<file path="src/rtl/stt_pkg.sv">
package stt_pkg;

   // width of the running word and string length counter
   localparam int LENGTH_BITS = 16;

   localparam int KIND_BITS  = 4;
   localparam int VALUE_BITS = 31;
   localparam int LEN_OUT_BITS = 16;
   localparam int MAX_RESULTS = 3;

   localparam logic [VALUE_BITS-1:0] VALUE_MAX = 31'h7FFF_FFFF;

   // token kinds
   localparam logic [KIND_BITS-1:0] KIND_TEXT    = 4'd0;
   localparam logic [KIND_BITS-1:0] KIND_IDENT   = 4'd1;
   localparam logic [KIND_BITS-1:0] KIND_STRING  = 4'd2;
   localparam logic [KIND_BITS-1:0] KIND_INTEGER = 4'd3;
   localparam logic [KIND_BITS-1:0] KIND_IF      = 4'd4;
   localparam logic [KIND_BITS-1:0] KIND_WHILE   = 4'd5;
   localparam logic [KIND_BITS-1:0] KIND_ASSIGN  = 4'd6;
   localparam logic [KIND_BITS-1:0] KIND_EQUALS  = 4'd7;
   localparam logic [KIND_BITS-1:0] KIND_LPAREN  = 4'd8;
   localparam logic [KIND_BITS-1:0] KIND_RPAREN  = 4'd9;
   localparam logic [KIND_BITS-1:0] KIND_LCURLY  = 4'd10;
   localparam logic [KIND_BITS-1:0] KIND_RCURLY  = 4'd11;
   localparam logic [KIND_BITS-1:0] KIND_PLUS    = 4'd12;
   localparam logic [KIND_BITS-1:0] KIND_MINUS   = 4'd13;
   localparam logic [KIND_BITS-1:0] KIND_END     = 4'd14;
   localparam logic [KIND_BITS-1:0] KIND_UNTERM  = 4'd15;

   // character codes
   localparam logic [7:0] CH_QUOTE  = 8'h22;
   localparam logic [7:0] CH_EQUAL  = 8'h3D;
   localparam logic [7:0] CH_LPAREN = 8'h28;
   localparam logic [7:0] CH_RPAREN = 8'h29;
   localparam logic [7:0] CH_LCURLY = 8'h7B;
   localparam logic [7:0] CH_RCURLY = 8'h7D;
   localparam logic [7:0] CH_PLUS   = 8'h2B;
   localparam logic [7:0] CH_MINUS  = 8'h2D;
   localparam logic [7:0] CH_SPACE  = 8'h20;
   localparam logic [7:0] CH_TAB    = 8'h09;
   localparam logic [7:0] CH_NL     = 8'h0A;
   localparam logic [7:0] CH_ZERO   = 8'h30;
   localparam logic [7:0] CH_NINE   = 8'h39;

   typedef struct packed {
      logic [KIND_BITS-1:0]    kind;
      logic [7:0]              text_char;
      logic [VALUE_BITS-1:0]   int_value;
      logic                    value_overflow;
      logic [LEN_OUT_BITS-1:0] token_length;
   } rec_type;

   // all results caused by one input word
   typedef struct packed {
      logic [1:0]                   count;
      rec_type [MAX_RESULTS-1:0]    recs;
   } bundle_type;

   typedef struct packed {
      logic                   in_string;
      logic                   pending_equal_sign;
      logic [LENGTH_BITS-1:0] word_length;
      logic                   all_digits;
      logic                   matches_if;
      logic                   matches_while;
      logic [VALUE_BITS-1:0]  value_accumulator;
      logic                   overflow_seen;
   } state_type;

   localparam state_type STATE_RESET = '{
      in_string: 1'b0, pending_equal_sign: 1'b0, word_length: '0,
      all_digits: 1'b1, matches_if: 1'b1, matches_while: 1'b1,
      value_accumulator: '0, overflow_seen: 1'b0};

   // low 16 bits of the length counter, zero-extended when narrower
   function automatic logic [LEN_OUT_BITS-1:0] len_out(input logic [LENGTH_BITS-1:0] l);
      logic [LENGTH_BITS+LEN_OUT_BITS-1:0] wide;
      wide = {{LEN_OUT_BITS{1'b0}}, l};
      return wide[LEN_OUT_BITS-1:0];
   endfunction

   function automatic rec_type make_rec(input logic [KIND_BITS-1:0] kind,
                                        input logic [7:0] ch,
                                        input logic [VALUE_BITS-1:0] val,
                                        input logic ovf,
                                        input logic [LEN_OUT_BITS-1:0] len);
      rec_type r;
      r.kind = kind;
      r.text_char = ch;
      r.int_value = val;
      r.value_overflow = ovf;
      r.token_length = len;
      return r;
   endfunction

   function automatic logic [7:0] kw_if_char(input logic pos);
      return pos ? 8'h66 : 8'h69;
   endfunction

   function automatic logic [7:0] kw_while_char(input logic [2:0] pos);
      logic [7:0] c;
      unique case (pos)
         3'd0: c = 8'h77;
         3'd1: c = 8'h68;
         3'd2: c = 8'h69;
         3'd3: c = 8'h6C;
         3'd4: c = 8'h65;
         default: c = 8'h00;
      endcase
      return c;
   endfunction

endpackage

</file>
<file path="src/rtl/stt_step.sv">
module stt_step
   import stt_pkg::*;
(
   input  logic       clock,
   input  logic       reset,
   input  logic       take,
   input  logic [7:0] byte_in,
   input  logic       end_in,
   output bundle_type bundle
);

   state_type st_ff;
   state_type st_in;

   // tokenizer state, advanced once per taken word
   always_ff @(posedge clock) begin
      if (reset) begin
         st_ff <= STATE_RESET;
      end else if (take) begin
         st_ff <= st_in;
      end
   end

   // per-byte decisions and result records
   always_comb begin
      logic [1:0]             n;
      rec_type                close_rec;
      logic                   close_valid;
      logic                   is_sym;
      logic [KIND_BITS-1:0]   sym_kind;
      logic                   is_ws;
      logic                   is_digit;
      logic [3:0]             digit;
      logic [VALUE_BITS+4:0]  wide;
      logic                   do_plain;
      logic [LENGTH_BITS-1:0] len_grow;
      n = 2'd0;
      bundle.recs = '0;
      st_in = st_ff;
      do_plain = 1'b0;

      // saturating length increment
      len_grow = (&st_ff.word_length) ? st_ff.word_length
                                      : st_ff.word_length + 1'b1;

      // closing result for the running word
      close_valid = st_ff.word_length != '0;
      if (st_ff.matches_if && st_ff.word_length == LENGTH_BITS'(2)) begin
         close_rec = make_rec(KIND_IF, 8'd0, '0, 1'b0, len_out(st_ff.word_length));
      end else if (st_ff.matches_while && st_ff.word_length == LENGTH_BITS'(5)) begin
         close_rec = make_rec(KIND_WHILE, 8'd0, '0, 1'b0, len_out(st_ff.word_length));
      end else if (st_ff.all_digits) begin
         close_rec = make_rec(KIND_INTEGER, 8'd0, st_ff.value_accumulator,
                              st_ff.overflow_seen, len_out(st_ff.word_length));
      end else begin
         close_rec = make_rec(KIND_IDENT, 8'd0, '0, 1'b0, len_out(st_ff.word_length));
      end

      // byte classes
      is_sym = 1'b1;
      unique case (byte_in)
         CH_LPAREN: sym_kind = KIND_LPAREN;
         CH_RPAREN: sym_kind = KIND_RPAREN;
         CH_LCURLY: sym_kind = KIND_LCURLY;
         CH_RCURLY: sym_kind = KIND_RCURLY;
         CH_PLUS:   sym_kind = KIND_PLUS;
         CH_MINUS:  sym_kind = KIND_MINUS;
         default: begin
            sym_kind = KIND_TEXT;
            is_sym = 1'b0;
         end
      endcase
      is_ws = (byte_in == CH_SPACE) || (byte_in == CH_TAB) || (byte_in == CH_NL);
      is_digit = (byte_in >= CH_ZERO) && (byte_in <= CH_NINE);
      digit = 4'(byte_in - CH_ZERO);

      // times-ten plus digit
      wide = ({5'd0, st_ff.value_accumulator} << 3)
           + ({5'd0, st_ff.value_accumulator} << 1)
           + {{(VALUE_BITS+1){1'b0}}, digit};

      if (end_in) begin
         // flush and end of text
         if (st_ff.pending_equal_sign) begin
            bundle.recs[n] = make_rec(KIND_ASSIGN, 8'd0, '0, 1'b0, '0);
            n = n + 2'd1;
         end
         if (st_ff.in_string) begin
            bundle.recs[n] = make_rec(KIND_UNTERM, 8'd0, '0, 1'b0,
                                      len_out(st_ff.word_length));
            n = n + 2'd1;
         end else if (close_valid) begin
            bundle.recs[n] = close_rec;
            n = n + 2'd1;
         end
         bundle.recs[n] = make_rec(KIND_END, 8'd0, '0, 1'b0, '0);
         n = n + 2'd1;
         st_in = STATE_RESET;
      end else if (st_ff.in_string) begin
         // inside a string every byte is echoed until the closing quote
         if (byte_in == CH_QUOTE) begin
            bundle.recs[n] = make_rec(KIND_STRING, 8'd0, '0, 1'b0,
                                      len_out(st_ff.word_length));
            n = n + 2'd1;
            st_in = STATE_RESET;
         end else begin
            st_in.word_length = len_grow;
            bundle.recs[n] = make_rec(KIND_TEXT, byte_in, '0, 1'b0, '0);
            n = n + 2'd1;
         end
      end else if (st_ff.pending_equal_sign) begin
         // second byte decides between equals and assignment
         st_in.pending_equal_sign = 1'b0;
         if (byte_in == CH_EQUAL) begin
            bundle.recs[n] = make_rec(KIND_EQUALS, 8'd0, '0, 1'b0, '0);
            n = n + 2'd1;
         end else begin
            bundle.recs[n] = make_rec(KIND_ASSIGN, 8'd0, '0, 1'b0, '0);
            n = n + 2'd1;
            do_plain = 1'b1;
         end
      end else begin
         do_plain = 1'b1;
      end

      // ordinary byte outside a string
      if (do_plain) begin
         if (byte_in == CH_QUOTE || byte_in == CH_EQUAL || is_sym || is_ws) begin
            if (close_valid) begin
               bundle.recs[n] = close_rec;
               n = n + 2'd1;
            end
            st_in.word_length = '0;
            st_in.all_digits = 1'b1;
            st_in.matches_if = 1'b1;
            st_in.matches_while = 1'b1;
            st_in.value_accumulator = '0;
            st_in.overflow_seen = 1'b0;
            if (byte_in == CH_QUOTE) begin
               st_in.in_string = 1'b1;
            end
            if (byte_in == CH_EQUAL) begin
               st_in.pending_equal_sign = 1'b1;
            end
            if (is_sym) begin
               bundle.recs[n] = make_rec(sym_kind, 8'd0, '0, 1'b0, '0);
               n = n + 2'd1;
            end
         end else begin
            if (!(st_ff.word_length < LENGTH_BITS'(2)
                  && kw_if_char(st_ff.word_length[0]) == byte_in)) begin
               st_in.matches_if = 1'b0;
            end
            if (!(st_ff.word_length < LENGTH_BITS'(5)
                  && kw_while_char(st_ff.word_length[2:0]) == byte_in)) begin
               st_in.matches_while = 1'b0;
            end
            if (is_digit) begin
               if (st_ff.all_digits) begin
                  if (wide > {5'd0, VALUE_MAX}) begin
                     st_in.value_accumulator = VALUE_MAX;
                     st_in.overflow_seen = 1'b1;
                  end else begin
                     st_in.value_accumulator = wide[VALUE_BITS-1:0];
                  end
               end
            end else begin
               st_in.all_digits = 1'b0;
            end
            st_in.word_length = len_grow;
            bundle.recs[n] = make_rec(KIND_TEXT, byte_in, '0, 1'b0, '0);
            n = n + 2'd1;
         end
      end

      bundle.count = n;
   end

endmodule

</file>
<file path="src/rtl/stt_bundle.sv">
module stt_bundle
   import stt_pkg::*;
(
   input  logic       clock,
   input  logic       reset,
   input  logic       load,
   input  bundle_type bundle,
   output logic       room,
   output logic       rsp_tvalid,
   input  logic       rsp_tready,
   output rec_type    rsp_rec,
   output logic       rsp_last
);

   logic [1:0]                cnt_ff;
   logic [1:0]                cnt_in;
   logic [1:0]                idx_ff;
   logic [1:0]                idx_in;
   rec_type [MAX_RESULTS-1:0] recs_ff;

   // current result and whether it closes the bundle
   assign rsp_tvalid = cnt_ff != 2'd0;
   assign rsp_rec    = recs_ff[idx_ff];
   assign rsp_last   = idx_ff == (cnt_ff - 2'd1);

   // a new bundle may enter once the last result leaves
   assign room = !rsp_tvalid || (rsp_tready && rsp_last);

   always_comb begin
      cnt_in = cnt_ff;
      idx_in = idx_ff;
      if (load) begin
         cnt_in = bundle.count;
         idx_in = 2'd0;
      end else if (rsp_tvalid && rsp_tready) begin
         if (rsp_last) begin
            cnt_in = 2'd0;
            idx_in = 2'd0;
         end else begin
            idx_in = idx_ff + 2'd1;
         end
      end
   end

   always_ff @(posedge clock) begin
      if (reset) begin
         cnt_ff <= 2'd0;
         idx_ff <= 2'd0;
      end else begin
         cnt_ff <= cnt_in;
         idx_ff <= idx_in;
      end
   end

   // result payload, no reset
   always_ff @(posedge clock) begin
      if (load) begin
         recs_ff <= bundle.recs;
      end
   end

endmodule

</file>
<file path="src/rtl/source_text_tokenizer.sv">
// Byte-serial tokenizer. Each input word carries one source byte, or with
// req_tlast high the end of text (the byte is then ignored). A byte is taken
// into an input register, tokenized combinationally, and its zero to two
// results are loaded together into a result register that feeds the rsp
// channel one word per cycle while rsp_tready is high; rsp_tlast marks the
// last result of a byte. Throughput is one byte per cycle while rsp_tready
// is high and each byte gives at most one result; a byte with several holds
// the single result port until its last one is taken. A byte goes through the
// input and result registers; one can wait in the first while results stall.
module source_text_tokenizer
   import stt_pkg::*;
(
   input  logic        clock,
   input  logic        reset,
   input  logic        req_tvalid,
   output logic        req_tready,
   input  logic [7:0]  req_tdata,   // [7:0] source_byte
   input  logic        req_tlast,   // end_of_input
   output logic        rsp_tvalid,
   input  logic        rsp_tready,
   output logic [55:0] rsp_tdata,   // [7:0] text_char, [38:8] int_value,
                                    // [39] value_overflow, [55:40] token_length
   output logic [3:0]  rsp_tuser,   // [3:0] token_kind
   output logic        rsp_tlast    // last_of_run
);

   logic       in_valid_ff;
   logic [7:0] byte_ff;
   logic       end_ff;
   logic       room;
   logic       take;
   bundle_type bundle;
   rec_type    rsp_rec;

   // input register
   assign take       = in_valid_ff && room;
   assign req_tready = !in_valid_ff || room;

   always_ff @(posedge clock) begin
      if (reset) begin
         in_valid_ff <= 1'b0;
      end else if (req_tvalid && req_tready) begin
         in_valid_ff <= 1'b1;
      end else if (take) begin
         in_valid_ff <= 1'b0;
      end
   end

   always_ff @(posedge clock) begin
      if (req_tvalid && req_tready) begin
         byte_ff <= req_tdata;
         end_ff  <= req_tlast;
      end
   end

   // tokenizer state and per-byte results
   stt_step u_step (
      .clock   (clock),
      .reset   (reset),
      .take    (take),
      .byte_in (byte_ff),
      .end_in  (end_ff),
      .bundle  (bundle)
   );

   // result register and serializer
   stt_bundle u_bundle (
      .clock      (clock),
      .reset      (reset),
      .load       (take),
      .bundle     (bundle),
      .room       (room),
      .rsp_tvalid (rsp_tvalid),
      .rsp_tready (rsp_tready),
      .rsp_rec    (rsp_rec),
      .rsp_last   (rsp_tlast)
   );

   // pack the result word
   assign rsp_tdata = {rsp_rec.token_length, rsp_rec.value_overflow,
                       rsp_rec.int_value, rsp_rec.text_char};
   assign rsp_tuser = rsp_rec.kind;

endmodule

</file>
<file path="config.mk">
export PLATFORM = sky130hd
export DESIGN_NAME = source_text_tokenizer
export DESIGN_NICKNAME = d
export VERILOG_FILES = /design/src/rtl/stt_pkg.sv /design/src/rtl/stt_step.sv /design/src/rtl/stt_bundle.sv /design/src/rtl/source_text_tokenizer.sv
export SDC_FILE = /design/constraint.sdc
export NUM_CORES = 1
export LEC_CHECK = 0
export BUFFER_PORTS_ARGS = -buffer_cell sky130_fd_sc_hd__buf_2
export CORE_AREA = 2 2 164 198
export CTS_CLUSTER_DIAMETER = 40
export DETAILED_ROUTE_END_ITERATION = 8
export DIE_AREA = 0 0 166 200
export PLACE_DENSITY = 0.59
export REMOVE_ABC_BUFFERS = 1
export SLEW_MARGIN = 20
export SYNTH_ARGS = -nofsm -noshare
export SYNTH_HDL_FRONTEND = slang
export SYNTH_SLANG_ARGS = --single-unit
</file>
<file path="constraint.sdc">
create_clock -name clock -period 9.9 [get_ports clock]
set_clock_uncertainty 0.15 [all_clocks]
set_input_delay 0.99 -clock clock [delete_from_list [all_inputs] [get_ports clock]]
set_output_delay 0.99 -clock clock [all_outputs]
set_load 0.02 [all_outputs]
</file>
After elaboration in Yosys (flattened, before gate mapping). Index checks and enable logic that the tools add are counted.

Add/sub/neg operators: 10. Magnitude comparators: 14. Equal/unequal tests: 20. Mux-type cells: 84. Bitwise gates (word level): 3. Reductions and logical operators: 34.

Operators by type and width (count): $mux 180 (9); $bwmux 180 (5); $mux 60 (11); $demux 60 s2 (4); $and 171x171->171 (1); $not 171->171 (1); $bmux 60 s2 (1); $mux 120 (1); $mux 58 (2); $mux 53 (2); $mux 51 (2); $mux 32 (2); $mux 59 (1); $mux 57 (1); $eq 8x6->1 const B (7); $add 36x4->36 (1); $gt 36x31->1 const B (1); $mux 2 (18); $add 34x32->35 (1); $mux 35 (1); $pmux 7 s5 (1); $mux 16 (2); $mux 31 (1); $pmux 4 s6 (1); other kinds (35) (88).

Register bits: 247. Input port bits: 13. Output and inout bits: 63. Word-level logic and storage cells: 193.

Logic depth before layout (Yosys ltp). Gate-level depths: netlist of the first run.

Word-level depth: 21. Depth in mapped cells: 25. Depth with buffers taken out: 21.

Hierarchy. From an unflattened synthesis of the first run, not the netlist that was laid out.

Cells, all modules: 1427. Area total of the unflattened synthesis: 14305.0 um^2.

Modules (own cells, without submodules): stt_bundle (times used 1, cells each 412, area an instance 7023.0 um^2, sequential area each 5485.3 um^2); stt_step (times used 1, cells each 1000, area an instance 6949.2 um^2, sequential area each 1061.0 um^2); source_text_tokenizer (times used 1, cells each 15, area an instance 332.8 um^2, sequential area each 290.3 um^2).

Worst setup path after synthesis of the first run. No wires, ideal clock.

Path kind: reg2reg. From: reg u_bundle.cnt_ff[0]. To: reg u_step.st_ff[13] in the netlist's numbering. Library setup time: 0.095 ns. Arrival time: 6.289 ns. Data required time: 9.655 ns. Path slack: 3.366 ns. Cell stages (with the launch flop): 11. Path buffers: 1. Period minus slack after synthesis: 6.534 ns. Cell sequence: dfxtp_1 inv_1 ha_1 xnor2_1 nor2_1 a21oi_1 nand2b_1 inv_1 nand4_1 clkbuf_1 a221oi_1.

Cells in the longest elaborated chain, start to end: 5. Elaborated cells on any way between the ends: 7. Classes of those cells: add/sub (1); eq/ne (1); reduce/logical (5).

RTL lines: start, declared (RTL line stt_bundle.sv:15) `logic [1:0] cnt_ff;`; start signal, assigned (RTL line stt_bundle.sv:50) `cnt_ff <= cnt_in;`; $sub 2x1->2 (RTL line stt_bundle.sv:24) `assign rsp_last = idx_ff == (cnt_ff - 2'd1);`; $eq 2x2->1 (RTL line stt_bundle.sv:24); via rsp_tlast (RTL line source_text_tokenizer.sv:24) `output logic rsp_tlast`; $logic_and 1x1->1 (RTL line stt_bundle.sv:27) `assign room = !rsp_tvalid || (rsp_tready && rsp_last);`; $logic_or 1x1->1 (RTL line stt_bundle.sv:27); $logic_and 1x1->1 (RTL line source_text_tokenizer.sv:36) `assign take = in_valid_ff && room;`; via take (RTL line source_text_tokenizer.sv:31) `logic take;`; end signal, assigned (RTL line stt_step.sv:20) `st_ff <= st_in;`; end, declared (RTL line stt_step.sv:12) `state_type st_ff;`.

The timed path passes the listed nets, and every way through them passes these cells. A chain may end at the register's enable or synchronous reset.

==> results of run 1 <==
==> layout make-up <==
| type | instances | area (um^2) | share of cell area, % |
|---|---|---|---|
| Multi-Input combinational cell | 1187 | 7120 | 44.1 |
| Sequential cell | 247 | 6840 | 42.4 |
| Clock buffer | 36 | 836 | 5.17 |
| Timing Repair Buffer | 92 | 503 | 3.11 |
| Tap cell | 401 | 502 | 3.11 |
| Clock inverter | 20 | 244 | 1.51 |
| Inverter | 27 | 106 | 0.658 |
==> routing by layer <==
metal | share of wire (%) | track usage [%] | vias to the layer above | wire, um
met1 | 43 | 28.8 | 5549 | 16500
met5 | 0 | 0 | - | 0
met2 | 51 | 42.3 | 273 | 19400
met4 | 2.9 | 7.99 | 0 | 1120
li1 | - | - | 5705 | -
met3 | 3.3 | 1.99 | 70 | 1270
==> kinds of logic (layout without fill, tap and decap cells) <==
kind of cell / after synthesis / after routing / share of synthesized area (%)
AO/OA/AOI/OAI: 362 / 362 / 15.3
XOR/XNOR: 54 / 54 / 3.27
adder cells (fa/ha/maj): 50 / 50 / 4.43
buffers and inverters: 123 / 175 / 3.44
flip-flops: 247 / 247 / 47.3
multiplexers: 68 / 68 / 4.73
AND/OR/NAND/NOR: 653 / 653 / 21.5
==> path summary, 6_finish.rpt <==
kind | start | to | slack, ns | depth (start not counted)
max | u_step.st_ff[40]$_SDFFE_PP0P_ | u_bundle.recs_ff[19]$_DFFE_PP_ | 4.15 | 22
min | u_step.st_ff[0]$_SDFFE_PP0P_ | u_step.st_ff[0]$_SDFFE_PP0P_ | 0.33 | 2
max reg2reg | u_step.st_ff[40]$_SDFFE_PP0P_ | u_bundle.recs_ff[19]$_DFFE_PP_ | 4.15 | 22
min reg2reg | u_step.st_ff[0]$_SDFFE_PP0P_ | u_step.st_ff[0]$_SDFFE_PP0P_ | 0.33 | 2
==> placed cells by master (no fill, tap or decap), types with 28 or more instances in the layout <==
cell type,n
a21o_1,28
ha_1,48
dfxtp_1,56
nand2_1,208
nand3_1,33
a21oi_1,99
clkbuf_16,32
and2_1,57
o21ai_0,129
edfxtp_1,189
buf_2,75
xnor2_1,34
nand4_1,28
and3_1,32
nor2_1,184
mux2i_1,66
==> registers in the layout (all words and copies together) (netlist names) <==
signal and cells:
u_bundle.recs_ff 180, byte_ff 8, u_step.st_ff 53, u_bundle.cnt_ff 2, u_bundle.idx_ff 2, end_ff 1
in_valid_ff 1
==> power groups by stage <==
stage          Sequential, mW  Clock [mW]  Combinational (mW)
2_1_floorplan            1.23           0               0.180
3_3_place_gp             1.23           0               0.277
3_5_place_dp             1.23           0               0.278
4_1_cts                  1.21        1.16               0.279
5_1_grt                  1.21        1.20               0.306
6_report                 1.20        1.14               0.276
==> stage by stage <==
| step | std cells | util, % |
|---|---|---|
| 2_1_floorplan | 1461 | - |
| 3_3_place_gp | 1954 | 48.3 |
| 3_5_place_dp | 1954 | 48.3 |
| 4_1_cts | 2010 | 51.8 |
| 5_1_grt | 2010 | 51.8 |
| 6_report | 2010 | 51.8 |
==> worst max-delay path: cells and delay by family (launching register included) <==
kind                       cells  cell delay, ns
and+or+nand+nor               13            2.66
adders and majority gates      4            1.20
buffers and inverters          3            0.77
DFF                            1            0.39
AOI/OAI and AO/OA              2            0.29
==> flow_summary.yaml, run 1 <==
power_and_ir_drop:
  p_total_mw: 2.62
  switching_share_pct: 26.5
  combPwrFrac_pct: 10.5
  seq_power_share_pct: 45.9
  p_int_mw: 1.93
  cellPowerDensity_mw_per_mm2: 162
  clockPowerShare_pct: 43.5
  vdd_drop_max_mv: 0.207
  power.leakage_nw: 5.69
  power_switching_mw: 0.694
final_layout:
  fillers: 2839
  final_nets: 1648
  diodes: 0
  drive_gt1_share_pct: 10.6
  final_area_mm2: 0.0162
  syn2layout_area_growth_pct: 11.8
synth:
  seq_area_frac_synth_pct: 47.3
  ys_seq_elements: 247
  ys_types: 74
  synth_edf_count: 189
  yosys_warnings: 0
  synth_area_leaders: "edfxtp_1 39%, dfxtp_1 8.0%, nand2_1 5.4%, nor2_1 4.8%, mux2i_1 4.6%"
  synth_top_area_share_pct: 39.3
  async_flop_share_pct: 0
  syn_avg_cell_area_um2: 9.28
  syn_area_mm2: 0.0144
  yosysMostFrequentCell: "nand2_1"
  synth_ff_type: "edfxtp_1"
  synth_cells: 1557
  yosys.area.top_type: "edfxtp_1"
  ys_top_cells_by_count: "208 x nand2_1, 189 x edfxtp_1, 184 x nor2_1, 129 x o21ai_0, 99 x a21oi_1"
global_route:
  grt_pass1_wl_um: 61600
  grt_usage_pct: 23.1
  grt_pass1_vias: 11200
  grt_max_degree: 75
  antenna_found_initial: 0
  grt.overflow.total: 0
placement:
  pre_cts_ws_ns: 4.24
  hpwl_um: 26700
  gp_congestion: 0.901
  numPortBuffers: 75
  placed_cell_area_mm2: 0.0151
sta:
  final_hold_viol_count: 0
  worstMarginPinSlew_ns: 0.957
  slew-limit-headroom_pct: 36.0
  setup_slack_ns: 4.15
  clock.fmax_mhz: 174
  layout_min_cycle_time_ns: 5.75
  setup_tns_ns: 0
  holdWs_ns: 0.325
  finalMaxSlewViolations: 0
  min_period_over_period_pct: 58.1
  grt_setup_unrepaired: "no"
  setup_viol: 0
worst_hold_path:
  min_path_type: "register to register"
setup_path:
  path_max_fanout: 32
  crit_slowest_cell: "or4_1"
  crit_required_ns: 10.04
  cp.arrival_ns: 5.89
  slowest_delay_ns: 0.52
  cp-start-kind: "register"
  critical_path_class: "register to register"
  path_cells: "or4_1, nor2_1, nand3_1, nor2_1, and2_1, inv_1, ha_1, nor2b_1, or2_2, ha_1, nor2_1, inv_1, ha_1, nand2_1, o21ai_0, ha_1, nand2_1, nand3_1, o21ai_0, nand2_1, buf_4, nor2_1"
  end_kind: "register"
job:
  drv_cap: 0
route:
  ant_nets: 0
  via_per_inst: 5.77
  wl_um: 38300
  drt-initial-drc-count: 715
  via_count: 11600
  wl_per_cell_um: 19.0
  drc_errors: 0
  firstDrtPassIters: 6
clock_tree:
  insertion_delay_ns: 0.57
  cts_setup_buffers: 0
  numCtsBuffers: 30
  h-tree-depth: 1
  cts_num_sinks: 247
  cts_tree: "yes"
  path_clk_slew_ns: 0.06
  postCtsHoldBufs: 0
  cts_resized: 0
  root_buffer: "clkbuf_16"
  clk_path_buf_depth: 3
floorplan:
  die_w_um: 166
  top_level_ports: 76
  die_h_um: 200
  core_area_mm2: 0.0312
  start_util_pct: 46.3
  num_rows: 71
  dieArea_mm2: 0.0332
status:
  status: "finished clean"
Note: power is estimated with default switching activity, not from simulation.
==> run 2: changes to the inputs <==
--- a/config.mk
+++ b/config.mk
@@ -5,11 +5,12 @@
 export SDC_FILE = /design/constraint.sdc
 export NUM_CORES = 1
 export LEC_CHECK = 0
+export ABC_AREA = 1
 export BUFFER_PORTS_ARGS = -buffer_cell sky130_fd_sc_hd__buf_2
-export CORE_AREA = 2 2 164 198
+export CORE_AREA = 2 2 172 208
 export CTS_CLUSTER_DIAMETER = 40
 export DETAILED_ROUTE_END_ITERATION = 8
-export DIE_AREA = 0 0 166 200
+export DIE_AREA = 0 0 174 210
 export PLACE_DENSITY = 0.59
 export REMOVE_ABC_BUFFERS = 1
 export SLEW_MARGIN = 20
==> constraint.sdc (replaced) <==
create_clock -name clock -period 5.4 [get_ports clock]
set_clock_uncertainty 0.15 [all_clocks]
set_input_delay 0.54 -clock clock [delete_from_list [all_inputs] [get_ports clock]]
set_output_delay 0.54 -clock clock [all_outputs]
set_load 0.02 [all_outputs]
==> flow_summary.yaml, run 2 <==
sta:
  finalMaxSlewViolations: 0
  setup_tns_ns: 0
  worstMarginPinSlew_ns: 0.969
  layout_min_cycle_time_ns: 4.92
  clock.fmax_mhz: 203
  slew-limit-headroom_pct: 35.3
  final_hold_viol_count: 0
  holdWs_ns: 0.0297
  min_period_over_period_pct: 91.2
  setup_viol: 0
  grt_setup_unrepaired: "no"
  setup_slack_ns: 0.477
setup_path:
  end_kind: "register"
  crit_required_ns: 5.55
  rrSetupSlack_ns: 0.48
  timing.rr.start: "u_step.st_ff[41]$_SDFFE_PP0P_"
  critical_path_class: "register to register"
  cp_common_cell: "inv_1"
  crit_slowest_cell: "dfxtp_1"
  path_max_fanout: 32
  rr_worst_depth: 26
  slowest_delay_ns: 0.34
  cp_top_family: "simple AND/OR/NAND/NOR gates"
  cp-start-kind: "register"
  r2r_end: "u_bundle.recs_ff[103]$_DFFE_PP_"
  worst-path-buf-inv: 10
  cp.arrival_ns: 5.07
route:
  wl_um: 45100
  ant_nets: 0
  via_per_inst: 5.35
  drc_errors: 0
  via_count: 14500
  firstDrtPassIters: 6
  drt-initial-drc-count: 953
  wl_per_cell_um: 16.7
power_and_ir_drop:
  switching_share_pct: 33.5
  vdd_drop_max_mv: 0.243
  power.leakage_nw: 7.28
  combPwrFrac_pct: 23.0
  clockPowerShare_pct: 36.0
  p_int_mw: 3.74
  cellPowerDensity_mw_per_mm2: 314
  power_switching_mw: 1.88
  seq_power_share_pct: 41.0
  p_total_mw: 5.62
synth:
  ys_types: 53
  synth_edf_count: 189
  syn_avg_cell_area_um2: 7.38
  synth_cells: 2180
  yosysMostFrequentCell: "nand2_1"
  yosys_warnings: 0
  synth_ff_type: "edfxtp_1"
  ys_seq_elements: 247
  synth_area_leaders: "edfxtp_1 35%, nand2_1 11%, nor2_1 9.7%, dfxtp_1 7.2%, inv_1 5.4%"
  async_flop_share_pct: 0
  yosys.area.top_type: "edfxtp_1"
  ys_top_cells_by_count: "475 x nand2_1, 415 x nor2_1, 232 x inv_1, 189 x edfxtp_1, 157 x nand3_1"
  seq_area_frac_synth_pct: 42.5
  syn_area_mm2: 0.0161
  synth_top_area_share_pct: 35.3
clock_tree:
  root_buffer: "clkbuf_16"
  insertion_delay_ns: 0.56
  numCtsBuffers: 31
  h-tree-depth: 1
  cts_tree: "yes"
  cts_num_sinks: 247
  clk_path_buf_depth: 3
  path_clk_slew_ns: 0.07
worst_hold_path:
  min_path_cells: 1
  hold_path_startpoint: "req_tdata[4]"
  min_path_type: "input port to register"
  hold_end: "byte_ff[4]$_DFFE_PP_"
placement:
  gp_congestion: 0.898
  pre_cts_ws_ns: 0.424
  hpwl_um: 32500
  numPortBuffers: 75
  dp_cells: 2646
  placed_cell_area_mm2: 0.0168
global_route:
  antenna_found_initial: 0
  grt_max_degree: 151
  grt_usage_pct: 25.0
  grt.overflow.total: 0
  grt_pass1_vias: 14400
  grt_pass1_wl_um: 73700
final_layout:
  largest_register: "u_bundle.recs_ff"
  final_core_util_pct: 51.8
  final_nets: 2286
  reg.largest.list: "u_bundle.recs_ff x180, u_step.st_ff x53, byte_ff x8"
  largest_reg_flops: 180
  stdcell_count: 2709
  final_area_mm2: 0.0179
  final_common_cell: "nand2_1"
  diodes: 0
  final_cell_mix: "474 x nand2_1, 415 x nor2_1, 232 x inv_1, 189 x edfxtp_1, 157 x nand3_1"
  drive_gt1_share_pct: 10.7
  syn2layout_area_growth_pct: 11.2
floorplan:
  start_util_pct: 46.6
  die_w_um: 174
  num_rows: 75
  top_level_ports: 76
  dieArea_mm2: 0.0365
  core_area_mm2: 0.0345
  die_h_um: 210
status:
  status: "finished clean"
job:
  drv_cap: 0
## run 2: final cells by class
cell class / instances / area [um^2]
Fill cell: 3448 / 16600
Inverter: 257 / 966
Tap cell: 462 / 578
Timing Repair Buffer: 101 / 611
Multi-Input combinational cell: 1585 / 7870
Sequential cell: 247 / 6840
Clock buffer: 36 / 825
Clock inverter: 21 / 203
## run 2: worst max path at each step
stage | start | end | slack [ns] | depth (start not counted)
after floorplan | u_bundle.idx_ff[1]$_SDFFE_PP0P_ | u_step.st_ff[45]$_SDFFE_PP0P_ | -2.89 | 14
after global placement | u_step.st_ff[35]$_SDFFE_PP0P_ | u_bundle.recs_ff[104]$_DFFE_PP_ | 0.56 | 25
after detailed placement | u_step.st_ff[35]$_SDFFE_PP0P_ | u_bundle.recs_ff[103]$_DFFE_PP_ | 0.42 | 25
after CTS | u_step.st_ff[41]$_SDFFE_PP0P_ | u_bundle.recs_ff[103]$_DFFE_PP_ | 0.40 | 26
after global routing | u_step.st_ff[35]$_SDFFE_PP0P_ | u_bundle.recs_ff[28]$_DFFE_PP_ | 0.06 | 25
final | u_step.st_ff[41]$_SDFFE_PP0P_ | u_bundle.recs_ff[103]$_DFFE_PP_ | 0.48 | 26
## run 2: power by group through the flow
| stage | registers, mW | clock network [mW] | logic, mW |
|---|---|---|---|
| 6_report | 2.30 | 2.02 | 1.29 |
| 5_1_grt | 2.32 | 2.13 | 1.46 |
| 4_1_cts | 2.30 | 2.06 | 1.30 |
| 3_5_place_dp | 2.34 | 0 | 1.29 |
| 3_3_place_gp | 2.34 | 0 | 1.28 |
| 2_1_floorplan | 2.32 | 0 | 0.906 |
## run 2: what timing repair did
action	CTS	global route
resized for setup	0	1
setup buffers	0	0
endpoints found under the setup margin	0	80
hold buffers	6	0
hold endpoints to repair	6	0
## run 2: logic make-up after synthesis
group                      Yosys count  synth area share [%]
buffers and inverters              348                  8.62
xor gates and xnor gates            18                 0.980
AOI/OAI and AO/OA                  330                  12.2
and+or+nand+nor                   1187                  31.7
adders and majority gates           50                  3.98
DFF                                247                  42.5
## run 2: routing by layer
metal | vias to the layer above | GRT usage, % | routed length [um] | part of all wire (%)
li1 | 7343 | - | - | -
met1 | 6807 | 29.8 | 18700 | 41
met2 | 268 | 47.5 | 23800 | 53
met3 | 68 | 1.91 | 1420 | 3.2
met4 | 0 | 8.20 | 1140 | 2.5
met5 | - | 0 | 0 | 0
==> run 3: changes to the inputs <==
--- a/config.mk
+++ b/config.mk
@@ -5,12 +5,12 @@
 export SDC_FILE = /design/constraint.sdc
 export NUM_CORES = 1
 export LEC_CHECK = 0
-export ABC_AREA = 1
 export BUFFER_PORTS_ARGS = -buffer_cell sky130_fd_sc_hd__buf_2
-export CORE_AREA = 2 2 172 208
+export CORE_AREA = 2 2 164 198
 export CTS_CLUSTER_DIAMETER = 40
+export CTS_CLUSTER_SIZE = 25
 export DETAILED_ROUTE_END_ITERATION = 8
-export DIE_AREA = 0 0 174 210
+export DIE_AREA = 0 0 166 200
 export PLACE_DENSITY = 0.59
 export REMOVE_ABC_BUFFERS = 1
 export SLEW_MARGIN = 20
==> flow_summary.yaml, run 3 (synthesized netlist as in run 1, its figures left out) <==
setup_path:
  critical_path_class: "register to register"
  cp-start-kind: "register"
  path_cells: "or4_1, nor2_1, nand3_1, nor2_1, and2_1, inv_1, ha_1, nor2b_1, or2_2, ha_1, nor2_1, inv_1, ha_1, nand2_1, o21ai_0, inv_1, ha_1, and2_1, nor3_1, buf_4, and2_1"
  crit_slowest_cell: "or4_1"
  slowest_delay_ns: 0.53
  crit_required_ns: 5.70
  cp.arrival_ns: 5.38
  end_kind: "register"
  cp_common_cell: "ha_1"
  path_max_fanout: 13
  worst-path-buf-inv: 4
  cp_top_family: "simple AND/OR/NAND/NOR gates"
floorplan:
  top_level_ports: 76
  core_area_mm2: 0.0312
  dieArea_mm2: 0.0332
  die_w_um: 166
  die_h_um: 200
  num_rows: 71
  start_util_pct: 46.3
global_route:
  grt_pass1_wl_um: 61100
  grt_pass1_vias: 11400
  grt_max_degree: 96
  grt_usage_pct: 22.8
  antenna_found_initial: 0
  grt.overflow.total: 0
placement:
  hpwl_um: 26300
  pre_cts_ws_ns: 0.384
  gp_congestion: 0.940
  numPortBuffers: 75
  dp_cells: 1965
clock_tree:
  insertion_delay_ns: 0.58
  root_buffer: "clkbuf_16"
  clk_path_buf_depth: 3
  path_clk_slew_ns: 0.06
  h-tree-depth: 1
  cts_num_sinks: 247
  numCtsBuffers: 30
  cts_tree: "yes"
sta:
  min_period_over_period_pct: 94.0
  slew-limit-headroom_pct: 29.5
  finalMaxSlewViolations: 0
  final_hold_viol_count: 0
  holdWs_ns: 0.0499
  worstMarginPinSlew_ns: 1.05
  clock.fmax_mhz: 197
  setup_viol: 0
  layout_min_cycle_time_ns: 5.07
  grt_setup_unrepaired: "no"
  setup_slack_ns: 0.327
final_layout:
  final_nets: 1668
  stdcell_count: 2030
  reg.largest.list: "u_bundle.recs_ff x180, u_step.st_ff x53, byte_ff x8"
  largest_register: "u_bundle.recs_ff"
  seqCellArea_mm2: 0.00684
  drive_gt1_share_pct: 11.1
  fillers: 2903
  multiInputGateArea_mm2: 0.00712
  final_cell_mix: "208 x nand2_1, 189 x edfxtp_1, 184 x nor2_1, 129 x o21ai_0, 99 x a21oi_1"
  final_common_cell: "nand2_1"
  diodes: 0
  largest_reg_flops: 180
  syn2layout_area_growth_pct: 13.3
route:
  firstDrtPassIters: 5
  via_per_inst: 5.81
  wl_um: 38400
  ant_nets: 0
  drt-initial-drc-count: 726
  via_count: 11800
  wl_per_cell_um: 18.9
  drc_errors: 0
power_and_ir_drop:
  cellPowerDensity_mw_per_mm2: 295
  power.leakage_nw: 5.80
  p_total_mw: 4.83
  vdd_drop_max_mv: 0.239
status:
  status: "finished clean"
worst_hold_path:
  min_path_type: "input port to register"
job:
  drv_cap: 0
[run 3: changes by cell type in the layout (fill, tap and decap cells not counted), sizes merged, moves of 55 or more]
cell	change
inv	-222
o31ai	-61
nand2	-288
mux2i	+66
o21ai	+55
nor2	-254
nand3	-134
[run 3: final timing paths]
| path | slack [ns] | endpoint | cells after the start | startpoint |
|---|---|---|---|---|
| max | 0.33 | u_bundle.recs_ff[128]$_SDFFCE_PN0P_ | 21 | u_step.st_ff[39]$_SDFFE_PP0P_ |
| min | 0.05 | in_valid_ff$_SDFFE_PP0P_ | 3 | req_tvalid |
| max reg2reg | 0.33 | u_bundle.recs_ff[128]$_SDFFCE_PN0P_ | 21 | u_step.st_ff[39]$_SDFFE_PP0P_ |
| min reg2reg | 0.31 | u_step.st_ff[0]$_SDFFE_PP0P_ | 2 | u_step.st_ff[0]$_SDFFE_PP0P_ |
[run 3: where the power goes]
group          switching [mW]  leakage [nW]  internal [mW]
sequential             0.0431          2.26           2.15
combinational           0.373          3.02          0.158
clock                   0.905         0.521           1.20
[run 3: area by class of cell]
cell class | count | area share (%)
clock inverter | 24 | 1.80
multi-input combinational | 1187 | 43.5
inverter | 27 | 0.650
clock buffer | 32 | 4.76
sequential | 247 | 41.8
tap | 401 | 3.07
timing repair buffer | 112 | 4.38
[run 3: worst register-to-register path: stages, from the launching register on]
cell and delay, ns:
dfxtp_1 0.34, or4_1 0.53, nor2_1 0.17, nand3_1 0.15, nor2_1 0.20, and2_1 0.18
inv_1 0.06, ha_1 0.27, nor2b_1 0.14, or2_2 0.32, ha_1 0.29, nor2_1 0.21
inv_1 0.10, ha_1 0.30, nand2_1 0.05, o21ai_0 0.19, inv_1 0.09, ha_1 0.21
and2_1 0.18, nor3_1 0.38, buf_4 0.28, and2_1 0.15
[run 3: timing repair]
action                                  in CTS  in global routing
hold buffers                                 9                  0
gates resized for setup                      0                  1
endpoints found under the hold margin        9                  0
setup buffers                                0                  0
endpoints found under the setup margin       0                  8
[run 3: layer usage]
layer / track usage, % / vias up / share of wire (%)
li1: - / 5745 / -
met1: 28.6 / 5707 / 43
met2: 41.5 / 272 / 50
met3: 2.07 / 61 / 4.0
met4: 7.99 / 0 / 2.6
met5: 0 / - / 0
[run 3: per-stage QoR]
step	area (um^2)	util [%]	setup TNS, ns
6_report	16400	52.5	0
5_1_grt	16400	52.5	0
4_1_cts	16400	52.5	0
3_5_place_dp	15200	48.7	0
3_3_place_gp	15200	48.7	0
2_1_floorplan	14100	-	-416.76
